File: config.mk
export PLATFORM = sky130hd
export DESIGN_NAME = elgamal_signature_verify
export DESIGN_NICKNAME = d
export VERILOG_FILES = /design/src/hw/rtl/elgsv_pkg.sv /design/src/hw/rtl/elgsv_mmu.sv /design/src/hw/rtl/elgsv_dp.sv /design/src/hw/rtl/elgsv_ctrl.sv /design/src/hw/rtl/elgamal_signature_verify.sv
export VERILOG_INCLUDE_DIRS = /design/src /design/src/hw/rtl
export SDC_FILE = /design/constraint.sdc
export NUM_CORES = 1
export LEC_CHECK = 0
export BUFFER_PORTS_ARGS = -buffer_cell sky130_fd_sc_hd__buf_4
export CORE_MARGIN = 2
export CORE_UTILIZATION = 53
export CTS_CLUSTER_DIAMETER = 100
export DETAILED_ROUTE_END_ITERATION = 6
export HOLD_SLACK_MARGIN = 0.03
export PLACE_DENSITY = 0.71
export REMOVE_ABC_BUFFERS = 1
export SLEW_MARGIN = 20
export SYNTH_ARGS = -nofsm -noshare
export SYNTH_HDL_FRONTEND = slang
export SYNTH_SLANG_ARGS = --single-unit
File: constraint.sdc
create_clock -name clock -period 34.4 [get_ports clock]
set_clock_uncertainty 0.15 [all_clocks]
set_input_delay 6.88 -clock clock [delete_from_list [all_inputs] [get_ports clock]]
set_output_delay 6.88 -clock clock [all_outputs]
set_load 0.02 [all_outputs]
File: src/hw/rtl/assert_macros.svh
// Assertion macros shared by the elgsv RTL modules.
// No dependencies; included by the modules that carry assertions.
`ifndef ASSERT_MACROS_SVH
`define ASSERT_MACROS_SVH

// Clocked assertion that is switched off while reset is high.
`define ELGSV_ASSERT(lbl, clk, rst, prop, msg) \
   lbl: assert property (@(posedge clk) disable iff (rst) prop) else $error(msg);

// Clocked assertion that also holds during reset.
`define ELGSV_ASSERT_ALWAYS(lbl, clk, prop, msg) \
   lbl: assert property (@(posedge clk) prop) else $error(msg);

`endif

File: src/hw/rtl/elgsv_pkg.sv
// Package for the ElGamal signature verifier: widths, register indexes,
// operand selects and the command and status structs. No dependencies.
`default_nettype none

package elgsv_pkg;

   localparam int MSG_W = 63;   // message field width
   localparam int SIG_W = 31;   // signature component width
   localparam int CNT_W = 6;    // bit counter of the modular unit, holds MSG_W

   localparam int RST_MODULUS    = 23;
   localparam int RST_GENERATOR  = 5;
   localparam int RST_PUBLIC_KEY = 17;

   localparam int CSR_ADDR_W = 2;
   localparam logic [CSR_ADDR_W-1:0] CSR_MODULUS    = 2'd0;
   localparam logic [CSR_ADDR_W-1:0] CSR_GENERATOR  = 2'd1;
   localparam logic [CSR_ADDR_W-1:0] CSR_PUBLIC_KEY = 2'd2;

   // Operand selection for one pass of the shared modular unit.
   typedef enum logic [2:0] {
      SRC_MSG,      // message mod (p - 1)
      SRC_GEN,      // generator mod p
      SRC_KEY,      // public key mod p
      SRC_SIGR,     // r mod p
      SRC_ACCMUL,   // accumulator * base mod p
      SRC_SQR,      // base * base mod p
      SRC_FINAL     // second power * third power mod p
   } src_type;

   typedef struct packed {
      logic    load;
      logic    start;
      src_type src;
      logic    exp_from_unit;
      logic    exp_load_r;
      logic    exp_load_s;
      logic    exp_shift;
      logic    base_from_unit;
      logic    pacc_one;
      logic    pacc_from_unit;
      logic    save_right;
      logic    save_t1;
   } cmd_type;

   typedef struct packed {
      logic unit_done;
      logic exp_zero;
      logic exp_lsb;
      logic p_small;
      logic match;
   } status_type;

endpackage

`default_nettype wire

File: src/hw/rtl/elgsv_mmu.sv
// Shared modular unit: bit-serial multiply-and-reduce, also used as a
// serial remainder with addend 1. Depends on elgsv_pkg and assert_macros.svh.
`default_nettype none
`include "assert_macros.svh"

module elgsv_mmu import elgsv_pkg::*; #(
   parameter int MOD_WIDTH = 31
) (
   input  wire logic                 clock,
   input  wire logic                 reset,
   input  wire logic                 start,
   input  wire logic [MSG_W-1:0]     x_in,
   input  wire logic [CNT_W-1:0]     nbits,
   input  wire logic [MOD_WIDTH-1:0] addend,
   input  wire logic [MOD_WIDTH-1:0] modulo,
   output logic                      done,
   output logic [MOD_WIDTH-1:0]      result
);

   localparam int TW = MOD_WIDTH + 2;

   logic                 busy_ff, busy_in;
   logic                 done_ff, done_in;
   logic [CNT_W-1:0]     cnt_ff, cnt_in;
   logic [MSG_W-1:0]     x_ff, x_in_next;
   logic [MOD_WIDTH-1:0] acc_ff, acc_in;
   logic [MOD_WIDTH-1:0] a_ff, m_ff;
   logic [TW-1:0]        sum, m1, m2, t1, t2;

   // One step: acc = (2 * acc + bit * a) mod m, with acc and a below m.
   always_comb begin
      m1     = {2'b00, m_ff};
      m2     = {1'b0, m_ff, 1'b0};
      sum    = {1'b0, acc_ff, 1'b0} + (x_ff[MSG_W-1] ? {2'b00, a_ff} : '0);
      t1     = (sum >= m2) ? sum - m2 : sum;
      t2     = (t1 >= m1) ? t1 - m1 : t1;
      acc_in = t2[MOD_WIDTH-1:0];
   end

   always_comb begin
      busy_in   = busy_ff;
      done_in   = 1'b0;
      cnt_in    = cnt_ff;
      x_in_next = x_ff;
      if (start) begin
         busy_in   = 1'b1;
         cnt_in    = nbits;
         x_in_next = x_in;
      end else if (busy_ff) begin
         cnt_in    = cnt_ff - 1'b1;
         x_in_next = {x_ff[MSG_W-2:0], 1'b0};
         if (cnt_ff == CNT_W'(1)) begin
            busy_in = 1'b0;
            done_in = 1'b1;
         end
      end
   end

   always_ff @(posedge clock) begin
      if (reset) begin
         busy_ff <= 1'b0;
         done_ff <= 1'b0;
      end else begin
         busy_ff <= busy_in;
         done_ff <= done_in;
      end
   end

   always_ff @(posedge clock) begin
      cnt_ff <= cnt_in;
      x_ff   <= x_in_next;
      if (start) begin
         acc_ff <= '0;
         a_ff   <= addend;
         m_ff   <= modulo;
      end else if (busy_ff) begin
         acc_ff <= acc_in;
      end
   end

   assign done   = done_ff;
   assign result = acc_ff;

   `ELGSV_ASSERT(a_start_idle, clock, reset, start |-> !busy_ff, "unit started while busy")
   `ELGSV_ASSERT(a_acc_reduced, clock, reset, busy_ff |-> (acc_ff < m_ff), "partial result not reduced")
   `ELGSV_ASSERT(a_done_pulse, clock, reset, done_ff |=> !done_ff, "done held longer than one cycle")

endmodule

`default_nettype wire

File: src/hw/rtl/elgsv_dp.sv
// Datapath: configuration registers, captured item, exponent, base and
// accumulator registers around the shared modular unit. Depends on elgsv_pkg.
`default_nettype none

module elgsv_dp import elgsv_pkg::*; #(
   parameter int MOD_WIDTH = 31
) (
   input  wire logic                  clock,
   input  wire logic                  reset,
   input  wire logic                  csr_we,
   input  wire logic [CSR_ADDR_W-1:0] csr_addr,
   input  wire logic [MOD_WIDTH-1:0]  csr_wdata,
   input  wire logic [MSG_W-1:0]      message,
   input  wire logic [SIG_W-1:0]      sig_r,
   input  wire logic [SIG_W-1:0]      sig_s,
   input  wire cmd_type               cmd,
   output status_type                 status
);

   localparam int MPAD = MSG_W - MOD_WIDTH;
   localparam int SPAD = MSG_W - SIG_W;

   logic [MOD_WIDTH-1:0] modulus_ff, generator_ff, pubkey_ff;
   logic [MSG_W-1:0]     msg_ff;
   logic [SIG_W-1:0]     sigr_ff, sigs_ff;
   logic [SIG_W-1:0]     exp_ff, exp_in;
   logic [MOD_WIDTH-1:0] base_ff, pacc_ff, right_ff, t1_ff;

   logic [MSG_W-1:0]     u_x;
   logic [CNT_W-1:0]     u_n;
   logic [MOD_WIDTH-1:0] u_a, u_m, u_result;
   logic                 u_done;

   always_ff @(posedge clock) begin
      if (reset) begin
         modulus_ff   <= MOD_WIDTH'(RST_MODULUS);
         generator_ff <= MOD_WIDTH'(RST_GENERATOR);
         pubkey_ff    <= MOD_WIDTH'(RST_PUBLIC_KEY);
      end else if (csr_we) begin
         case (csr_addr)
            CSR_MODULUS:    modulus_ff   <= csr_wdata;
            CSR_GENERATOR:  generator_ff <= csr_wdata;
            CSR_PUBLIC_KEY: pubkey_ff    <= csr_wdata;
            default: begin
            end
         endcase
      end
   end

   // Operands are left-aligned so the unit always consumes from the top bit.
   always_comb begin
      u_m = modulus_ff;
      u_a = MOD_WIDTH'(1);
      u_n = CNT_W'(MOD_WIDTH);
      case (cmd.src)
         SRC_MSG: begin
            u_x = msg_ff;
            u_n = CNT_W'(MSG_W);
            u_m = modulus_ff - 1'b1;
         end
         SRC_GEN:  u_x = {generator_ff, {MPAD{1'b0}}};
         SRC_KEY:  u_x = {pubkey_ff, {MPAD{1'b0}}};
         SRC_SIGR: begin
            u_x = {sigr_ff, {SPAD{1'b0}}};
            u_n = CNT_W'(SIG_W);
         end
         SRC_ACCMUL: begin
            u_x = {base_ff, {MPAD{1'b0}}};
            u_a = pacc_ff;
         end
         SRC_SQR: begin
            u_x = {base_ff, {MPAD{1'b0}}};
            u_a = base_ff;
         end
         SRC_FINAL: begin
            u_x = {t1_ff, {MPAD{1'b0}}};
            u_a = pacc_ff;
         end
         default:  u_x = '0;
      endcase
   end

   elgsv_mmu #(.MOD_WIDTH(MOD_WIDTH)) u_mmu (
      .clock  (clock),
      .reset  (reset),
      .start  (cmd.start),
      .x_in   (u_x),
      .nbits  (u_n),
      .addend (u_a),
      .modulo (u_m),
      .done   (u_done),
      .result (u_result)
   );

   always_comb begin
      exp_in = exp_ff;
      if (cmd.exp_from_unit) begin
         exp_in = SIG_W'(u_result);
      end else if (cmd.exp_load_r) begin
         exp_in = sigr_ff;
      end else if (cmd.exp_load_s) begin
         exp_in = sigs_ff;
      end else if (cmd.exp_shift) begin
         exp_in = exp_ff >> 1;
      end
   end

   always_ff @(posedge clock) begin
      exp_ff <= exp_in;
      if (cmd.load) begin
         msg_ff  <= message;
         sigr_ff <= sig_r;
         sigs_ff <= sig_s;
      end
      if (cmd.base_from_unit) begin
         base_ff <= u_result;
      end
      if (cmd.pacc_one) begin
         pacc_ff <= MOD_WIDTH'(1);
      end else if (cmd.pacc_from_unit) begin
         pacc_ff <= u_result;
      end
      if (cmd.save_right) begin
         right_ff <= pacc_ff;
      end
      if (cmd.save_t1) begin
         t1_ff <= pacc_ff;
      end
   end

   always_comb begin
      status.unit_done = u_done;
      status.exp_zero  = (exp_ff == '0);
      status.exp_lsb   = exp_ff[0];
      status.p_small   = (modulus_ff < MOD_WIDTH'(2));
      status.match     = (u_result == right_ff);
   end

endmodule

`default_nettype wire

File: src/hw/rtl/elgsv_ctrl.sv
// Controller: sequences the hash, the base reductions and the three
// square-and-multiply powers, and holds the result beat. Uses elgsv_pkg.
`default_nettype none
`include "assert_macros.svh"

module elgsv_ctrl import elgsv_pkg::*; (
   input  wire logic       clock,
   input  wire logic       reset,
   input  wire logic       req_valid,
   output logic            req_ready,
   input  wire logic       rsp_ready,
   output logic            rsp_valid,
   output logic            rsp_res,
   output cmd_type         cmd,
   input  wire status_type status
);

   typedef enum logic [3:0] {
      S_IDLE, S_CHECK, S_HASH, S_GEN, S_POW, S_MUL, S_SQ_CHK, S_SQR,
      S_POW_END, S_KEY, S_SIGR, S_FIN, S_OUT
   } state_type;

   typedef enum logic [1:0] {
      PH_RIGHT, PH_KEY, PH_SIGR
   } phase_type;

   state_type state_ff, state_in;
   phase_type phase_ff, phase_in;
   logic      rsp_valid_ff, rsp_valid_in;
   logic      rsp_res_ff, rsp_res_in;
   logic      slot_free;

   assign slot_free = !rsp_valid_ff || rsp_ready;

   always_comb begin
      state_in     = state_ff;
      phase_in     = phase_ff;
      rsp_valid_in = rsp_valid_ff && !rsp_ready;
      rsp_res_in   = rsp_res_ff;
      cmd          = '0;
      cmd.src      = SRC_MSG;
      case (state_ff)
         S_IDLE: begin
            if (req_valid) begin
               cmd.load = 1'b1;
               state_in = S_CHECK;
            end
         end
         S_CHECK: begin
            phase_in = PH_RIGHT;
            if (status.p_small) begin
               state_in = S_OUT;
            end else begin
               cmd.start = 1'b1;
               cmd.src   = SRC_MSG;
               state_in  = S_HASH;
            end
         end
         S_HASH: begin
            if (status.unit_done) begin
               cmd.exp_from_unit = 1'b1;
               cmd.start         = 1'b1;
               cmd.src           = SRC_GEN;
               state_in          = S_GEN;
            end
         end
         S_GEN: begin
            if (status.unit_done) begin
               cmd.base_from_unit = 1'b1;
               cmd.pacc_one       = 1'b1;
               state_in           = S_POW;
            end
         end
         S_POW: begin
            if (status.exp_zero) begin
               state_in = S_POW_END;
            end else if (status.exp_lsb) begin
               cmd.start = 1'b1;
               cmd.src   = SRC_ACCMUL;
               state_in  = S_MUL;
            end else begin
               cmd.exp_shift = 1'b1;
               state_in      = S_SQ_CHK;
            end
         end
         S_MUL: begin
            if (status.unit_done) begin
               cmd.pacc_from_unit = 1'b1;
               cmd.exp_shift      = 1'b1;
               state_in           = S_SQ_CHK;
            end
         end
         S_SQ_CHK: begin
            // The base is not squared once no exponent bits remain.
            if (status.exp_zero) begin
               state_in = S_POW_END;
            end else begin
               cmd.start = 1'b1;
               cmd.src   = SRC_SQR;
               state_in  = S_SQR;
            end
         end
         S_SQR: begin
            if (status.unit_done) begin
               cmd.base_from_unit = 1'b1;
               state_in           = S_POW;
            end
         end
         S_POW_END: begin
            case (phase_ff)
               PH_RIGHT: begin
                  cmd.save_right = 1'b1;
                  cmd.start      = 1'b1;
                  cmd.src        = SRC_KEY;
                  phase_in       = PH_KEY;
                  state_in       = S_KEY;
               end
               PH_KEY: begin
                  cmd.save_t1 = 1'b1;
                  cmd.start   = 1'b1;
                  cmd.src     = SRC_SIGR;
                  phase_in    = PH_SIGR;
                  state_in    = S_SIGR;
               end
               default: begin
                  cmd.start = 1'b1;
                  cmd.src   = SRC_FINAL;
                  state_in  = S_FIN;
               end
            endcase
         end
         S_KEY: begin
            if (status.unit_done) begin
               cmd.base_from_unit = 1'b1;
               cmd.pacc_one       = 1'b1;
               cmd.exp_load_r     = 1'b1;
               state_in           = S_POW;
            end
         end
         S_SIGR: begin
            if (status.unit_done) begin
               cmd.base_from_unit = 1'b1;
               cmd.pacc_one       = 1'b1;
               cmd.exp_load_s     = 1'b1;
               state_in           = S_POW;
            end
         end
         S_FIN: begin
            if (status.unit_done) begin
               state_in = S_OUT;
            end
         end
         S_OUT: begin
            if (slot_free) begin
               rsp_valid_in = 1'b1;
               rsp_res_in   = status.match && !status.p_small;
               state_in     = S_IDLE;
            end
         end
         default: state_in = S_IDLE;
      endcase
   end

   always_ff @(posedge clock) begin
      if (reset) begin
         state_ff     <= S_IDLE;
         phase_ff     <= PH_RIGHT;
         rsp_valid_ff <= 1'b0;
         rsp_res_ff   <= 1'b0;
      end else begin
         state_ff     <= state_in;
         phase_ff     <= phase_in;
         rsp_valid_ff <= rsp_valid_in;
         rsp_res_ff   <= rsp_res_in;
      end
   end

   assign req_ready = (state_ff == S_IDLE);
   assign rsp_valid = rsp_valid_ff;
   assign rsp_res   = rsp_res_ff;

   `ELGSV_ASSERT(a_rsp_from_out, clock, reset, $rose(rsp_valid_ff) |-> ($past(state_ff) == S_OUT), "result beat raised outside the output state")
   `ELGSV_ASSERT(a_load_idle, clock, reset, cmd.load |=> (state_ff == S_CHECK), "item captured without starting the check")
   `ELGSV_ASSERT_ALWAYS(a_reset_idle, clock, $past(reset) |-> (state_ff == S_IDLE && !rsp_valid_ff), "controller not idle after reset")

endmodule

`default_nettype wire

File: src/hw/rtl/elgamal_signature_verify.sv
// Sequence: from the accepting edge the hash pass, then the three powers, each after its base
// reduction pass, then the final product pass and the result beat.
// Each power runs one step per exponent bit, with a multiply when the bit is set, and the
// top step skips the square. A modulus of 0 or 1 goes straight to the result beat.
// Throughput: one item at a time; the next beat is accepted at the edge after rsp_tvalid rises.
// Reset: synchronous; clears control and loads modulus 23, generator 5, public key 17.
`default_nettype none

module elgamal_signature_verify import elgsv_pkg::*; #(
   parameter int MOD_WIDTH = 31
) (
   input  wire logic                  clock,
   input  wire logic                  reset,
   // Request stream: one signature per beat.
   input  wire logic                  req_tvalid,
   output logic                       req_tready,
   input  wire logic [127:0]          req_tdata,   // message[62:0], sig_r[93:63], sig_s[124:94]
   // Response stream: one verdict per request beat.
   output logic                       rsp_tvalid,
   input  wire logic                  rsp_tready,
   output logic [7:0]                 rsp_tdata,   // valid_res[0]
   // Register writes: modulus, generator, public key.
   input  wire logic                  csr_we,
   input  wire logic [CSR_ADDR_W-1:0] csr_addr,
   input  wire logic [MOD_WIDTH-1:0]  csr_wdata
);

   cmd_type    cmd;
   status_type status;
   logic       rsp_res;

   // The controller walks the sequence; the datapath owns all operand storage.
   elgsv_ctrl u_ctrl (
      .clock     (clock),
      .reset     (reset),
      .req_valid (req_tvalid),
      .req_ready (req_tready),
      .rsp_ready (rsp_tready),
      .rsp_valid (rsp_tvalid),
      .rsp_res   (rsp_res),
      .cmd       (cmd),
      .status    (status)
   );

   elgsv_dp #(.MOD_WIDTH(MOD_WIDTH)) u_dp (
      .clock     (clock),
      .reset     (reset),
      .csr_we    (csr_we),
      .csr_addr  (csr_addr),
      .csr_wdata (csr_wdata),
      .message   (req_tdata[MSG_W-1:0]),
      .sig_r     (req_tdata[MSG_W+SIG_W-1:MSG_W]),
      .sig_s     (req_tdata[MSG_W+2*SIG_W-1:MSG_W+SIG_W]),
      .cmd       (cmd),
      .status    (status)
   );

   // Upper tdata bits of the response beat are padding.
   assign rsp_tdata = {7'b0, rsp_res};

endmodule

`default_nettype wire

# Word-level counts from Yosys, hierarchy flattened
# Index checks and enable logic that the tools add are counted.
[word_totals] ff_bits=545 inputBits=166 output_inout_bits=10 word_cells=144
[op_classes] add_sub_neg=5 order_cmp=3 eq_ne=30 n_mux=58 n_bitwise=1 reduce_logical=25
[op_table] operator="63-bit one-hot mux with 6 select lines" count=1
[op_table] operator="31-bit two-way mux" count=7
[op_table] operator="63-bit two-way mux" count=2
[op_table] operator="31-bit one-hot mux with 2 select lines" count=1
[op_table] operator="4-bit two-way mux" count=13
[op_table] operator="4-bit one-hot mux with 10 select lines" count=1
[op_table] operator="32-bit by 33-bit adder with 33-bit output" count=1
[op_table] operator="33-bit by 31-bit >= comparator with 1-bit output" count=1
[op_table] operator="33-bit by 32-bit >= comparator with 1-bit output" count=1
[op_table] operator="33-bit two-way mux" count=1
[op_table] operator="33-bit by 32-bit subtractor with 33-bit output" count=1
[op_table] operator="31-bit == test" count=1
[op_table] operator="31-bit logical NOT" count=1
[op_table] operator="31-bit by 2-bit less-than comparator with 1-bit output, second input constant" count=1
[op_table] operator="31-bit by 1-bit subtractor with 31-bit output, second input constant" count=1
[op_table] operator="31-bit subtractor" count=1
[op_table] operator="4-bit == test, second input constant" count=5
[op_table] operator="4-bit one-hot mux with 5 select lines" count=1
[op_table] operator="1-bit two-way mux" count=18
[op_table] operator="6-bit two-way mux" count=3
[op_table] operator="4-bit by 3-bit == test with 1-bit output, second input constant" count=4
[op_table] operator="2-bit one-hot mux with 2 select lines" count=3
[op_table] operator="2-bit by 1-bit != test with 1-bit output, second input constant" count=5
[op_table] operator="2-bit AND reduction" count=5
[op_table] operator="other kinds (28)" count=43

# Logic depth before layout (Yosys ltp)
# Gate-level depths: netlist of the first run.
[depth] word_depth=7 depth_mapped=36 ltp_nobuf=31

# Modules after synthesis
# From an unflattened synthesis of the first run, not the netlist that was laid out.
[unflattened] hier_cells=2698 hier_area_um2=28411.0
[by_module_without_submodules] mod="elgsv_dp" n_inst=1 cells_each=1394 area_per_inst_um2=15758.9
[by_module_without_submodules] mod="elgsv_mmu" n_inst=1 cells_each=1191 area_per_inst_um2=11797.6
[by_module_without_submodules] mod="elgsv_ctrl" n_inst=1 cells_each=104 area_per_inst_um2=790.8
[by_module_without_submodules] mod="elgamal_signature_verify" n_inst=1 cells_each=9 area_per_inst_um2=63.8

# Worst setup path before layout of the first run
# OpenSTA, ideal clock, no wires.
[synth_timing] path_kind="in2reg" startpoint="input req_tvalid" endpoint="register u_dp.msg_ff[0] (enable)" setup_ns=0.916 arrival_time_ns=18.591 required_time_ns=33.334 slack_ns=14.743 path_stages=2 cell_sequence="inv_1 -> nor4_1"
[synth_lines] item="from (decl)" line="elgamal_signature_verify.sv:15" rtl="input wire logic req_tvalid,"
[synth_lines] item="to (signal assigned)" line="elgsv_dp.sv:111" rtl="msg_ff <= message;"
[synth_lines] item="to (decl)" line="elgsv_dp.sv:24" rtl="logic [MSG_W-1:0] msg_ff;"

# Worst setup path after layout of the first run
[layout_timing] startpoint="register u_dp.u_mmu.x_ff[62]" endpoint="register u_dp.u_mmu.acc_ff[20], in the netlist u_dp.u_mmu.result[20]"
[layout_via] elab_chain_len=6
[layout_rtl] item="from (decl)" line="elgsv_mmu.sv:25" rtl="logic [MSG_W-1:0] x_ff, x_in_next;"
[layout_rtl] item="from (signal assigned)" line="elgsv_mmu.sv:71" rtl="x_ff <= x_in_next;"
[layout_rtl] item="31-bit two-way mux *" line="elgsv_mmu.sv:34" rtl="sum = {1'b0, acc_ff, 1'b0} + (x_ff[MSG_W-1] ? {2'b00, a_ff} : '0);"
[layout_rtl] item="32-bit by 33-bit adder with 33-bit output *" line="elgsv_mmu.sv:34"
[layout_rtl] item="33-bit by 32-bit subtractor with 33-bit output / 33-bit by 32-bit >= comparator with 1-bit output (equally long branches)" line="elgsv_mmu.sv:35" rtl="t1 = (sum >= m2) ? sum - m2 : sum;"
[layout_rtl] item="33-bit two-way mux *" line="elgsv_mmu.sv:35"
[layout_rtl] item="31-bit subtractor / 33-bit by 31-bit >= comparator with 1-bit output (equally long branches)" line="elgsv_mmu.sv:36" rtl="t2 = (t1 >= m1) ? t1 - m1 : t1;"
[layout_rtl] item="31-bit two-way mux *" line="elgsv_mmu.sv:36"
[layout_rtl] item="to (signal assigned)" line="elgsv_mmu.sv:77" rtl="acc_ff <= acc_in;"
[layout_rtl] item="to (decl)" line="elgsv_mmu.sv:26" rtl="logic [MOD_WIDTH-1:0] acc_ff, acc_in;"
# Every way passes the cells marked *; elsewhere a longest branch is shown, timed or not.
# A chain may end at the register's enable or synchronous reset.

==> impl_results.html, run 1 <==
<table>
<tr><th>Metric</th><th>Value</th></tr>
<tr><th colspan="2">Yosys</th></tr>
<tr><td>Synthesized area per cell</td><td>10.17 µm²</td></tr>
<tr><td>Post-synthesis sequential area ratio</td><td>between 50% and 60%</td></tr>
<tr><td>Most frequently used cell type in the post-synthesis netlist</td><td>nand2_1</td></tr>
<tr><td>Most frequently used flop master after synthesis</td><td>edfxtp_1</td></tr>
<tr><td>Synth warn</td><td>0</td></tr>
<tr><td>Share of Yosys cell area claimed by the top area cell type</td><td>41.91%</td></tr>
<tr><td>Top post-synthesis cells by count</td><td>nand2_1, edfxtp_1, a21oi_1</td></tr>
<tr><td>Seq cells post-synth</td><td>545</td></tr>
<tr><td>Mapped cell area</td><td>27230 µm²</td></tr>
<tr><td>Cell type with the largest total area after synthesis</td><td>edfxtp_1</td></tr>
<tr><td>EDFF count, synth</td><td>380</td></tr>
<tr><td>Biggest area contributors in the synthesized netlist</td><td>edfxtp_1, dfxtp_1, nand2_1</td></tr>
<tr><td>Cell count after synthesis</td><td>2676</td></tr>
<tr><td>Number of distinct library cell variants in the gate-level netlist after synthesis</td><td>88</td></tr>
<tr><td>Async set-or-reset flop fraction in the synthesized netlist</td><td>0%</td></tr>
<tr><th colspan="2">Global route</th></tr>
<tr><td>Aggregate global-route resource usage</td><td>28.96%</td></tr>
<tr><td>Remaining global-route overflow</td><td>0</td></tr>
<tr><td>Global-route wire length before repair</td><td>118600 µm</td></tr>
<tr><td>Maximum number of pins on one net before global-route repair</td><td>93</td></tr>
<tr><td>Vias in the first global route</td><td>around 20k</td></tr>
<tr><td>Number of antenna violations at the first check in global routing</td><td>0</td></tr>
<tr><th colspan="2">Drt</th></tr>
<tr><td>Antenna-violating nets left</td><td>0</td></tr>
<tr><td>First drt pass iteration count</td><td>7</td></tr>
<tr><td>Routed wire length</td><td>slightly below 80000 µm</td></tr>
<tr><td>Average wire per cell in the routed design</td><td>~22 µm</td></tr>
<tr><td>Iteration-0 DRC Markers</td><td>2583</td></tr>
<tr><td>Overall via count from detail_route</td><td>21.23k</td></tr>
<tr><td>Number of remaining DRC errors</td><td>13</td></tr>
<tr><td>Via/cell ratio</td><td>6.059</td></tr>
<tr><th colspan="2">Finish</th></tr>
<tr><td>Flip-flop and latch area</td><td>14710 µm²</td></tr>
<tr><td>Filler Cell Count</td><td>4281</td></tr>
<tr><td>Final net count</td><td>slightly above 3k</td></tr>
<tr><td># diodes</td><td>0</td></tr>
<tr><td>Area Growth Syn to Fin</td><td>12.41%</td></tr>
<tr><td>Fraction of final layout cells with drive strength greater than 1</td><td>10.98%</td></tr>
<tr><td>Multi-input gate area</td><td>11650 µm²</td></tr>
<tr><th colspan="2">Critical path</th></tr>
<tr><td>Register-to-register setup slack</td><td>24.75 ns</td></tr>
<tr><td>Crit path DAT</td><td>9.92 ns</td></tr>
<tr><td>Worst reg2reg startpoint</td><td>u_dp.u_mmu.x_ff[62]$_DFFE_PP_</td></tr>
<tr><td>Largest fanout on the critical path</td><td>47</td></tr>
<tr><td>Cell type of the slowest stage on the worst timing path</td><td>edfxtp_1</td></tr>
<tr><td>Largest incremental delay on the critical path</td><td>0.81 ns</td></tr>
<tr><td>Data required time of the worst path</td><td>34.68 ns</td></tr>
<tr><td>Worst reg2reg endpoint</td><td>u_dp.u_mmu.result[20]$_SDFFE_PP0P_</td></tr>
<tr><td>Crit path capture type</td><td>flop</td></tr>
<tr><td>Cell count of the worst reg-to-reg path</td><td>30</td></tr>
<tr><td>Startpoint type of the worst setup path</td><td>flop</td></tr>
<tr><td>Critical path start-end classification</td><td>flop to flop</td></tr>
<tr><th colspan="2">Status</th></tr>
<tr><td>Violations in the final reports</td><td>DRC</td></tr>
<tr><td>Run status</td><td>finished with violations</td></tr>
<tr><th colspan="2">CTS</th></tr>
<tr><td>Sinks on Clock Net</td><td>545</td></tr>
<tr><td>TritonCTS clock tree</td><td>built</td></tr>
<tr><td>Number of resized instances in the post-cts repair step</td><td>0</td></tr>
<tr><td>H-tree depth reported by CTS</td><td>2</td></tr>
<tr><td>Clock transition time at the flip-flop clock pins of the worst setup and hold paths</td><td>0.06 ns</td></tr>
<tr><td>Worst-skew pair later-pin latency</td><td>0.61 ns</td></tr>
<tr><td>Post-CTS Hold Fix Bufs</td><td>0</td></tr>
<tr><td>Post-CTS setup repair buffer count</td><td>0</td></tr>
<tr><td>Cell at the root of the clock tree</td><td>clkbuf_16</td></tr>
<tr><td>Inserted Clock Buffers</td><td>52</td></tr>
<tr><td>Max clock buf depth</td><td>3</td></tr>
<tr><th colspan="2">Floorplanning</th></tr>
<tr><td>Effective utilization at floorplan</td><td>53.29%</td></tr>
<tr><td>Vertical die dimension</td><td>230.7 µm</td></tr>
<tr><td>Die extent in x</td><td>~230 µm</td></tr>
<tr><td>Ports</td><td>176</td></tr>
<tr><td>Cell row count</td><td>83</td></tr>
<tr><td>DIE AREA</td><td>53200 µm²</td></tr>
<tr><td>Core footprint</td><td>51090 µm²</td></tr>
<tr><th colspan="2">STA</th></tr>
<tr><td>Max_slew headroom</td><td>24.00%</td></tr>
<tr><td>RSZ-0062 raised after global routing</td><td>no</td></tr>
<tr><td>Final count of negative-setup-slack endpoints</td><td>0</td></tr>
<tr><td>Total negative setup slack</td><td>0 ns</td></tr>
<tr><td>Endpoints failing hold</td><td>0</td></tr>
<tr><td>Number of pins exceeding their max-slew limit in the final report</td><td>0</td></tr>
<tr><td>Peak Freq</td><td>103.7 MHz</td></tr>
<tr><td>Slew of the pin with the lowest slew margin</td><td>1.140 ns</td></tr>
<tr><td>Ratio of final minimum period to clock period</td><td>between 20 and 30%</td></tr>
<tr><td>Time the worst path needs with I/O delays and setup</td><td>9.647 ns</td></tr>
<tr><th colspan="2">Min path</th></tr>
<tr><td>Hold path startpoint</td><td>u_dp.generator_ff[9]$_SDFFE_PP0P_</td></tr>
<tr><td>End point of the worst hold path</td><td>u_dp.generator_ff[9]$_SDFFE_PP0P_</td></tr>
<tr><td>Type of the most critical hold path</td><td>flop to flop</td></tr>
<tr><td>Instance count along the most critical hold path</td><td>2</td></tr>
<tr><th colspan="2">Place</th></tr>
<tr><td>Count of buffers inserted at the top-level ports</td><td>~170</td></tr>
<tr><td>Final weighted congestion of routability-driven global placement</td><td>0.9542</td></tr>
<tr><td>Half-perimeter wire length after placement</td><td>55560 µm</td></tr>
<tr><th colspan="2">Run</th></tr>
<tr><td>Number of max-capacitance violations reported</td><td>0</td></tr>
</table>
==> flip-flops by register name (all words and copies together) (netlist names) <==
signal / flops
u_ctrl.phase_ff: 2
u_ctrl.rsp_res: 1
u_ctrl.rsp_valid: 1
u_ctrl.state_ff: 4
u_dp.base_ff: 31
u_dp.exp_ff: 31
u_dp.generator_ff: 31
u_dp.modulus_ff: 31
u_dp.msg_ff: 63
u_dp.pacc_ff: 31
u_dp.pubkey_ff: 31
u_dp.right_ff: 31
u_dp.sigr_ff: 31
u_dp.sigs_ff: 31
u_dp.t1_ff: 31
u_dp.u_mmu.a_ff: 31
u_dp.u_mmu.busy_ff: 1
u_dp.u_mmu.cnt_ff: 6
u_dp.u_mmu.done: 1
u_dp.u_mmu.m_ff: 31
u_dp.u_mmu.result: 31
u_dp.u_mmu.x_ff: 63
==> critical path: cells and delay by family, from the launching register on <==
kind	cells	cell delay [ns]
multiplexers	1	0.32
flip-flops	1	0.81
buffers and inverters	3	0.92
adder cells (fa/ha/maj)	3	1.00
AO/OA/AOI/OAI	16	4.59
AND/OR/NAND/NOR	7	1.60
==> cells by family (layout without fill, tap and decap cells) <==
kind of cell               count (synthesis)  after routing  synth area share (%)
and+or+nand+nor                          903            903                 14.66
AOI/OAI and AO/OA                        692            692                 16.02
DFF                                      545            545                 54.04
buffers and inverters                    225            367                 3.469
xor gates and xnor gates                 144            144                 4.632
adders and majority gates                 98             98                 4.586
muxes                                     68             68                 2.578
other                                      1              7               0.01377
==> layer usage <==
metal | share of wire (%) | track usage, % | routed length, µm
met1 | 43 | 42.30 | 33540
met2 | 45 | 45.12 | 34740
met3 | 8.8 | 3.594 | 6802
met4 | 2.9 | 9.133 | 2279
met5 | 0 | 0 | 0
==> through the flow <==
stage | cells | worst slack, ns | area [µm²] | hold slack [ns] | util, %
2_1_floorplan | 2529 | 14.74 | 26580 | 0.2797 | -
3_3_place_gp | 3406 | 24.85 | 28970 | 0.2906 | 56.70
3_5_place_dp | 3406 | 24.83 | 28970 | 0.2978 | 56.70
4_1_cts | 3504 | 24.79 | 30610 | 0.3066 | 59.90
5_1_grt | 3504 | 24.07 | 30610 | 0.3210 | 59.90
6_report | 3504 | 24.75 | 30610 | 0.3057 | 59.90
==> cell type report <==
type	count	share of cell area [%]
clock buffers	77	4.861
flip-flops and latches	545	48.08
multi-input cells	1912	38.07
inverters	72	0.8912
repair buffers	197	4.832
well taps	680	2.780
clock inverters	21	0.4906
==> placed cells by master (no fill, tap or decap), types with 40 or more instances in the layout <==
cell and instances:
a21oi_1 278, and2_1 40, buf_4 197, clkbuf_16 54, dfxtp_1 165, edfxtp_1 380, ha_1 95, inv_1 68
mux2i_1 54, nand2_1 512, nor2_1 138, o21ai_0 145, xnor2_1 100, xor2_1 44
==> how the worst max path moves through the flow <==
stage / endpoint / from / depth (start not counted)
after global routing: u_dp.u_mmu.result[26]$_SDFFE_PP0P_ / u_dp.u_mmu.x_ff[62]$_DFFE_PP_ / 30
after floorplan: u_dp.msg_ff[0]$_DFFE_PP_ / req_tvalid / 2
after CTS: u_dp.u_mmu.result[0]$_SDFFE_PP0P_ / u_dp.u_mmu.x_ff[62]$_DFFE_PP_ / 29
after detailed placement: u_dp.u_mmu.result[3]$_SDFFE_PP0P_ / u_dp.u_mmu.x_ff[62]$_DFFE_PP_ / 30
after global placement: u_dp.u_mmu.result[0]$_SDFFE_PP0P_ / u_dp.u_mmu.x_ff[62]$_DFFE_PP_ / 29
final: u_dp.u_mmu.result[20]$_SDFFE_PP0P_ / u_dp.u_mmu.x_ff[62]$_DFFE_PP_ / 30
Power of run 1 is left out: the tool's default activity adds up to more than one toggle a clock period on the data nets, which glitch-free logic cannot reach.
==> run 2: changes to the inputs <==
--- a/config.mk
+++ b/config.mk
@@ -6,13 +6,14 @@
 export SDC_FILE = /design/constraint.sdc
 export NUM_CORES = 1
 export LEC_CHECK = 0
+export ABC_AREA = 1
 export BUFFER_PORTS_ARGS = -buffer_cell sky130_fd_sc_hd__buf_4
 export CORE_MARGIN = 2
 export CORE_UTILIZATION = 53
 export CTS_CLUSTER_DIAMETER = 100
 export DETAILED_ROUTE_END_ITERATION = 6
 export HOLD_SLACK_MARGIN = 0.03
-export PLACE_DENSITY = 0.71
+export PLACE_DENSITY = 0.74
 export REMOVE_ABC_BUFFERS = 1
 export SLEW_MARGIN = 20
 export SYNTH_ARGS = -nofsm -noshare
==> constraint.sdc (replaced) <==
create_clock -name clock -period 8.7 [get_ports clock]
set_clock_uncertainty 0.15 [all_clocks]
set_input_delay 1.74 -clock clock [delete_from_list [all_inputs] [get_ports clock]]
set_output_delay 1.74 -clock clock [all_outputs]
set_load 0.02 [all_outputs]
==> run 2 against run 1 <==
Utilization increased by 0.68 points. Sequential share of layout area decreased by 2.9 points. The flow now finishes without violations. Hold slack improved by 0.0011 ns. Flip-flop and latch count stayed put. First-iteration DRC count down 2.5%. Critical path type unchanged. Synthesized cell count increased by 22%. Largest cell class unchanged. Die area rose by 5.3%. Fmax grew 23%. Cell count is 19% higher.
==> impl_results.html, run 2 <==
<table>
<tr><th>Metric</th><th>Value</th></tr>
<tr><th colspan="2">Critical path</th></tr>
<tr><td>CP top delay family</td><td>simple AND/OR/NAND/NOR gates</td></tr>
<tr><td>Data required time of the worst path</td><td>9.05 ns (-25.63 ns)</td></tr>
<tr><td>Cell type of the slowest stage on the worst timing path</td><td>edfxtp_1</td></tr>
<tr><td>Largest fanout on the critical path</td><td>45 (-4.3%)</td></tr>
<tr><td>Crit path DAT</td><td>8.18 ns (-1.74 ns)</td></tr>
<tr><td>Buffers plus inverters on the worst setup path</td><td>7 (+4)</td></tr>
<tr><td>Register-to-register setup slack</td><td>0.87 ns (-23.88 ns)</td></tr>
<tr><td>Critical path start-end classification</td><td>flop to flop</td></tr>
<tr><td>Largest incremental delay on the critical path</td><td>0.60 ns (-0.21 ns)</td></tr>
<tr><td>Startpoint type of the worst setup path</td><td>flop</td></tr>
<tr><td>Most common cell on crit path</td><td>nand2_1</td></tr>
<tr><td>Crit path capture type</td><td>flop</td></tr>
<tr><th colspan="2">Finish</th></tr>
<tr><td>Filler Cell Count</td><td>4700 (+9.8%)</td></tr>
<tr><td>Final Core Density</td><td>60.58% (+0.68 points)</td></tr>
<tr><td>Fraction of final layout cells with drive strength greater than 1</td><td>10.18% (-0.80 points)</td></tr>
<tr><td>Most common cell after layout, fill and taps aside</td><td>nand2_1</td></tr>
<tr><td>Registers with the most flip-flops</td><td>u_dp.msg_ff x63, u_dp.u_mmu.x_ff x63</td></tr>
<tr><td>Final net count</td><td>3684 (+21%)</td></tr>
<tr><td>Area Growth Syn to Fin</td><td>13.37%</td></tr>
<tr><td>Top library cells by usage in the layout, fill and taps aside</td><td>nand2_1, edfxtp_1, inv_1</td></tr>
<tr><td>Layout Cell Area excl Fill</td><td>32540 µm² (+6.3%)</td></tr>
<tr><td>Flip-flop and latch area</td><td>14710 µm² (unchanged)</td></tr>
<tr><td>Multi-input gate area</td><td>12120 µm² (+4.0%)</td></tr>
<tr><th colspan="2">Yosys</th></tr>
<tr><td>Post-synthesis simple-gate area fraction</td><td>19.52% (+4.9 points)</td></tr>
<tr><td>Synth warn</td><td>0 (unchanged)</td></tr>
<tr><td>Area fraction in compound gates after synthesis</td><td>13.96% (-2.1 points)</td></tr>
<tr><td>Seq cells post-synth</td><td>545 (unchanged)</td></tr>
<tr><td>Mux share of post-synthesis cell area</td><td>0% (-2.6 points)</td></tr>
<tr><td>Async set-or-reset flop fraction in the synthesized netlist</td><td>0% (unchanged)</td></tr>
<tr><td>Post-Synth XOR/XNOR Area</td><td>4.120% (-0.51 points)</td></tr>
<tr><td>Cell count after synthesis</td><td>3274 (+22%)</td></tr>
<tr><td>Top post-synthesis cells by count</td><td>nand2_1, edfxtp_1, inv_1</td></tr>
<tr><td>Largest family of logic cells by synthesized area</td><td>simple AND/OR/NAND/NOR gates</td></tr>
<tr><td>Synthesized area per cell</td><td>8.765 µm² (-14%)</td></tr>
<tr><td>Biggest area contributors in the synthesized netlist</td><td>edfxtp_1, dfxtp_1, nand2_1</td></tr>
<tr><td>Post-synthesis sequential area ratio</td><td>51.27% (-2.8 points)</td></tr>
<tr><td>Number of distinct library cell variants in the gate-level netlist after synthesis</td><td>50 (-43%)</td></tr>
<tr><td>EDFF count, synth</td><td>380 (unchanged)</td></tr>
<tr><td>Cell type with the largest total area after synthesis</td><td>edfxtp_1</td></tr>
<tr><td>Share of Yosys cell area claimed by the top area cell type</td><td>39.76% (-2.1 points)</td></tr>
<tr><td>Most frequently used flop master after synthesis</td><td>edfxtp_1</td></tr>
<tr><td>Mapped cell area</td><td>28700 µm² (+5.4%)</td></tr>
<tr><td>Most frequently used cell type in the post-synthesis netlist</td><td>nand2_1</td></tr>
<tr><td>Synth Area in Adders</td><td>4.351% (-0.23 points)</td></tr>
<tr><th colspan="2">Global route</th></tr>
<tr><td>GR Util met3</td><td>3.486% (-0.11 points)</td></tr>
<tr><td>Vias in the first global route</td><td>22.09k (+9.4%)</td></tr>
<tr><td>Met2 Use GR</td><td>47.06% (+1.9 points)</td></tr>
<tr><td>Routing usage on met1</td><td>43.44% (+1.1 points)</td></tr>
<tr><td>Number of antenna violations at the first check in global routing</td><td>0 (unchanged)</td></tr>
<tr><td>Maximum number of pins on one net before global-route repair</td><td>96 (+3.2%)</td></tr>
<tr><td>Aggregate global-route resource usage</td><td>30.54% (+1.6 points)</td></tr>
<tr><td>Remaining global-route overflow</td><td>0 (unchanged)</td></tr>
<tr><td>Global-route wire length before repair</td><td>130500 µm (+10%)</td></tr>
<tr><td>Most utilized layer in the global route result</td><td>met2</td></tr>
<tr><th colspan="2">CTS</th></tr>
<tr><td>Number of resized instances in the post-cts repair step</td><td>0 (unchanged)</td></tr>
<tr><td>Clock transition time at the flip-flop clock pins of the worst setup and hold paths</td><td>0.06 ns (about the same)</td></tr>
<tr><td>Inserted Clock Buffers</td><td>58 (+12%)</td></tr>
<tr><td>TritonCTS clock tree</td><td>built</td></tr>
<tr><td>Worst-skew pair later-pin latency</td><td>0.64 ns (+0.03 ns)</td></tr>
<tr><td>Post-CTS setup repair buffer count</td><td>0 (unchanged)</td></tr>
<tr><td>Max clock buf depth</td><td>3 (unchanged)</td></tr>
<tr><td>H-tree depth reported by CTS</td><td>2 (unchanged)</td></tr>
<tr><td>Post-CTS Hold Fix Bufs</td><td>0 (unchanged)</td></tr>
<tr><td>Cell at the root of the clock tree</td><td>clkbuf_16</td></tr>
<tr><td>Sinks on Clock Net</td><td>545 (unchanged)</td></tr>
<tr><th colspan="2">STA</th></tr>
<tr><td>Minimum hold slack</td><td>0.3068 ns (+0.001091 ns)</td></tr>
<tr><td>RSZ-0062 raised after global routing</td><td>no</td></tr>
<tr><td>Max_slew headroom</td><td>27.99% (+4.0 points)</td></tr>
<tr><td>Time the worst path needs with I/O delays and setup</td><td>7.828 ns (-1.819 ns)</td></tr>
<tr><td>Number of pins exceeding their max-slew limit in the final report</td><td>0 (unchanged)</td></tr>
<tr><td>Slew of the pin with the lowest slew margin</td><td>1.080 ns (-0.05996 ns)</td></tr>
<tr><td>Final count of negative-setup-slack endpoints</td><td>0 (unchanged)</td></tr>
<tr><td>Peak Freq</td><td>127.7 MHz (+23%)</td></tr>
<tr><td>Endpoints failing hold</td><td>0 (unchanged)</td></tr>
<tr><td>Ratio of final minimum period to clock period</td><td>89.98% (+62 points)</td></tr>
<tr><th colspan="2">Place</th></tr>
<tr><td>Half-perimeter wire length after placement</td><td>64420 µm (+16%)</td></tr>
<tr><td>Dpl cell area</td><td>30580 µm² (+5.6%)</td></tr>
<tr><td>Final weighted congestion of routability-driven global placement</td><td>0.9618 (+0.80%)</td></tr>
<tr><td>Count of buffers inserted at the top-level ports</td><td>165 (unchanged)</td></tr>
<tr><th colspan="2">Floorplanning</th></tr>
<tr><td>Vertical die dimension</td><td>236.7 µm (+2.6%)</td></tr>
<tr><td>Ports</td><td>176 (unchanged)</td></tr>
<tr><td>Cell row count</td><td>85 (+2.4%)</td></tr>
<tr><td>Die extent in x</td><td>236.7 µm (+2.6%)</td></tr>
<tr><td>Effective utilization at floorplan</td><td>53.43% (+0.14 points)</td></tr>
<tr><td>DIE AREA</td><td>56020 µm² (+5.3%)</td></tr>
<tr><td>Core footprint</td><td>53710 µm² (+5.1%)</td></tr>
<tr><th colspan="2">Drt</th></tr>
<tr><td>Routed wire length</td><td>86120 µm (+11%)</td></tr>
<tr><td>Via/cell ratio</td><td>5.681 (-6.2%)</td></tr>
<tr><td>First drt pass iteration count</td><td>5 (-2)</td></tr>
<tr><td>Number of remaining DRC errors</td><td>0 (-13)</td></tr>
<tr><td>Overall via count from detail_route</td><td>23.66k (+11%)</td></tr>
<tr><td>Iteration-0 DRC Markers</td><td>2519 (-2.5%)</td></tr>
<tr><td>Average wire per cell in the routed design</td><td>20.68 µm (-6.3%)</td></tr>
<tr><td>Antenna-violating nets left</td><td>0 (unchanged)</td></tr>
<tr><th colspan="2">Power and ir drop</th></tr>
<tr><td>Cell area power density</td><td>approximately 460 nW/µm²</td></tr>
<tr><td>Leak</td><td>13.75 nW</td></tr>
<tr><td>Worst IR Drop VDD</td><td>about 0.49 mV</td></tr>
<tr><th colspan="2">Min path</th></tr>
<tr><td>Type of the most critical hold path</td><td>flop to flop</td></tr>
<tr><th colspan="2">Run</th></tr>
<tr><td>Number of max-capacitance violations reported</td><td>0 (unchanged)</td></tr>
<tr><th colspan="2">Status</th></tr>
<tr><td>Run status</td><td>completed</td></tr>
</table>
run 2: kinds of logic after synthesis:
logic type / Yosys count
simple gates: 1352
compound gates: 654
flops: 545
buf+inv: 489
xor+xnor: 135
fa+ha+maj: 98
other cells: 1
run 2: area by class of cell:
type / instances / share of cell area [%]
Sequential cell: 545 / 45.23
Inverter: 367 / 4.234
Antenna cell: 1 / 0.007691
Multi-Input combinational cell: 2246 / 37.24
Tap cell: 696 / 2.677
Timing Repair Buffer: 202 / 4.661
Clock buffer: 79 / 4.857
Clock inverter: 29 / 1.096
run 2: path summary, 6_finish.rpt:
path / startpoint / to / cells past startpoint
max: u_dp.u_mmu.x_ff[62]$_DFFE_PP_ / u_dp.u_mmu.result[19]$_SDFFE_PP0P_ / 38
min: u_dp.pubkey_ff[16]$_SDFFE_PP0P_ / u_dp.pubkey_ff[16]$_SDFFE_PP0P_ / 2
max reg2reg: u_dp.u_mmu.x_ff[62]$_DFFE_PP_ / u_dp.u_mmu.result[19]$_SDFFE_PP0P_ / 38
min reg2reg: u_dp.pubkey_ff[16]$_SDFFE_PP0P_ / u_dp.pubkey_ff[16]$_SDFFE_PP0P_ / 2
run 2: metrics by stage:
stage / TNS (ns) / power, W / setup WS [ns] / cells
finish: 0 / 0.01490 / 0.8717 / 4165
global placement: 0 / 0.01220 / 1.075 / 4056
CTS: 0 / 0.01480 / 1.028 / 4164
floorplan: -301.44 / 0.009836 / -2.412 / 3158
global route: 0 / 0.01608 / 0.2351 / 4164
detailed placement: 0 / 0.01224 / 1.068 / 4056
run 2: per-layer routing:
| layer | up-vias | share of wire, % |
|---|---|---|
| met3 | 153 | 7.2 |
| li1 | 11390 | - |
| met4 | 0 | 5.0 |
| met2 | 970 | 44 |
| met5 | - | 0 |
| met1 | 11150 | 44 |
run 2: report_power, final:
| part | switching, W | internal [W] | leakage (nW) | total, W |
|---|---|---|---|---|
| logic | 0.00566 | 0.00288 | 8.03 | 0.00853 |
| clock network | 0.00106 | 0.00146 | 0.929 | 0.00252 |
| registers | 0.000313 | 0.00353 | 4.79 | 0.00384 |
run 2: worst register-to-register path, delay by kind of cell (launching register included):
kind / cells / cell delay (ns)
and+or+nand+nor: 25 / 4.16
adders and majority gates: 3 / 1.10
AOI/OAI and AO/OA: 3 / 0.93
buffers and inverters: 7 / 0.77
DFF: 1 / 0.60
(Power assumes the default switching activity.)
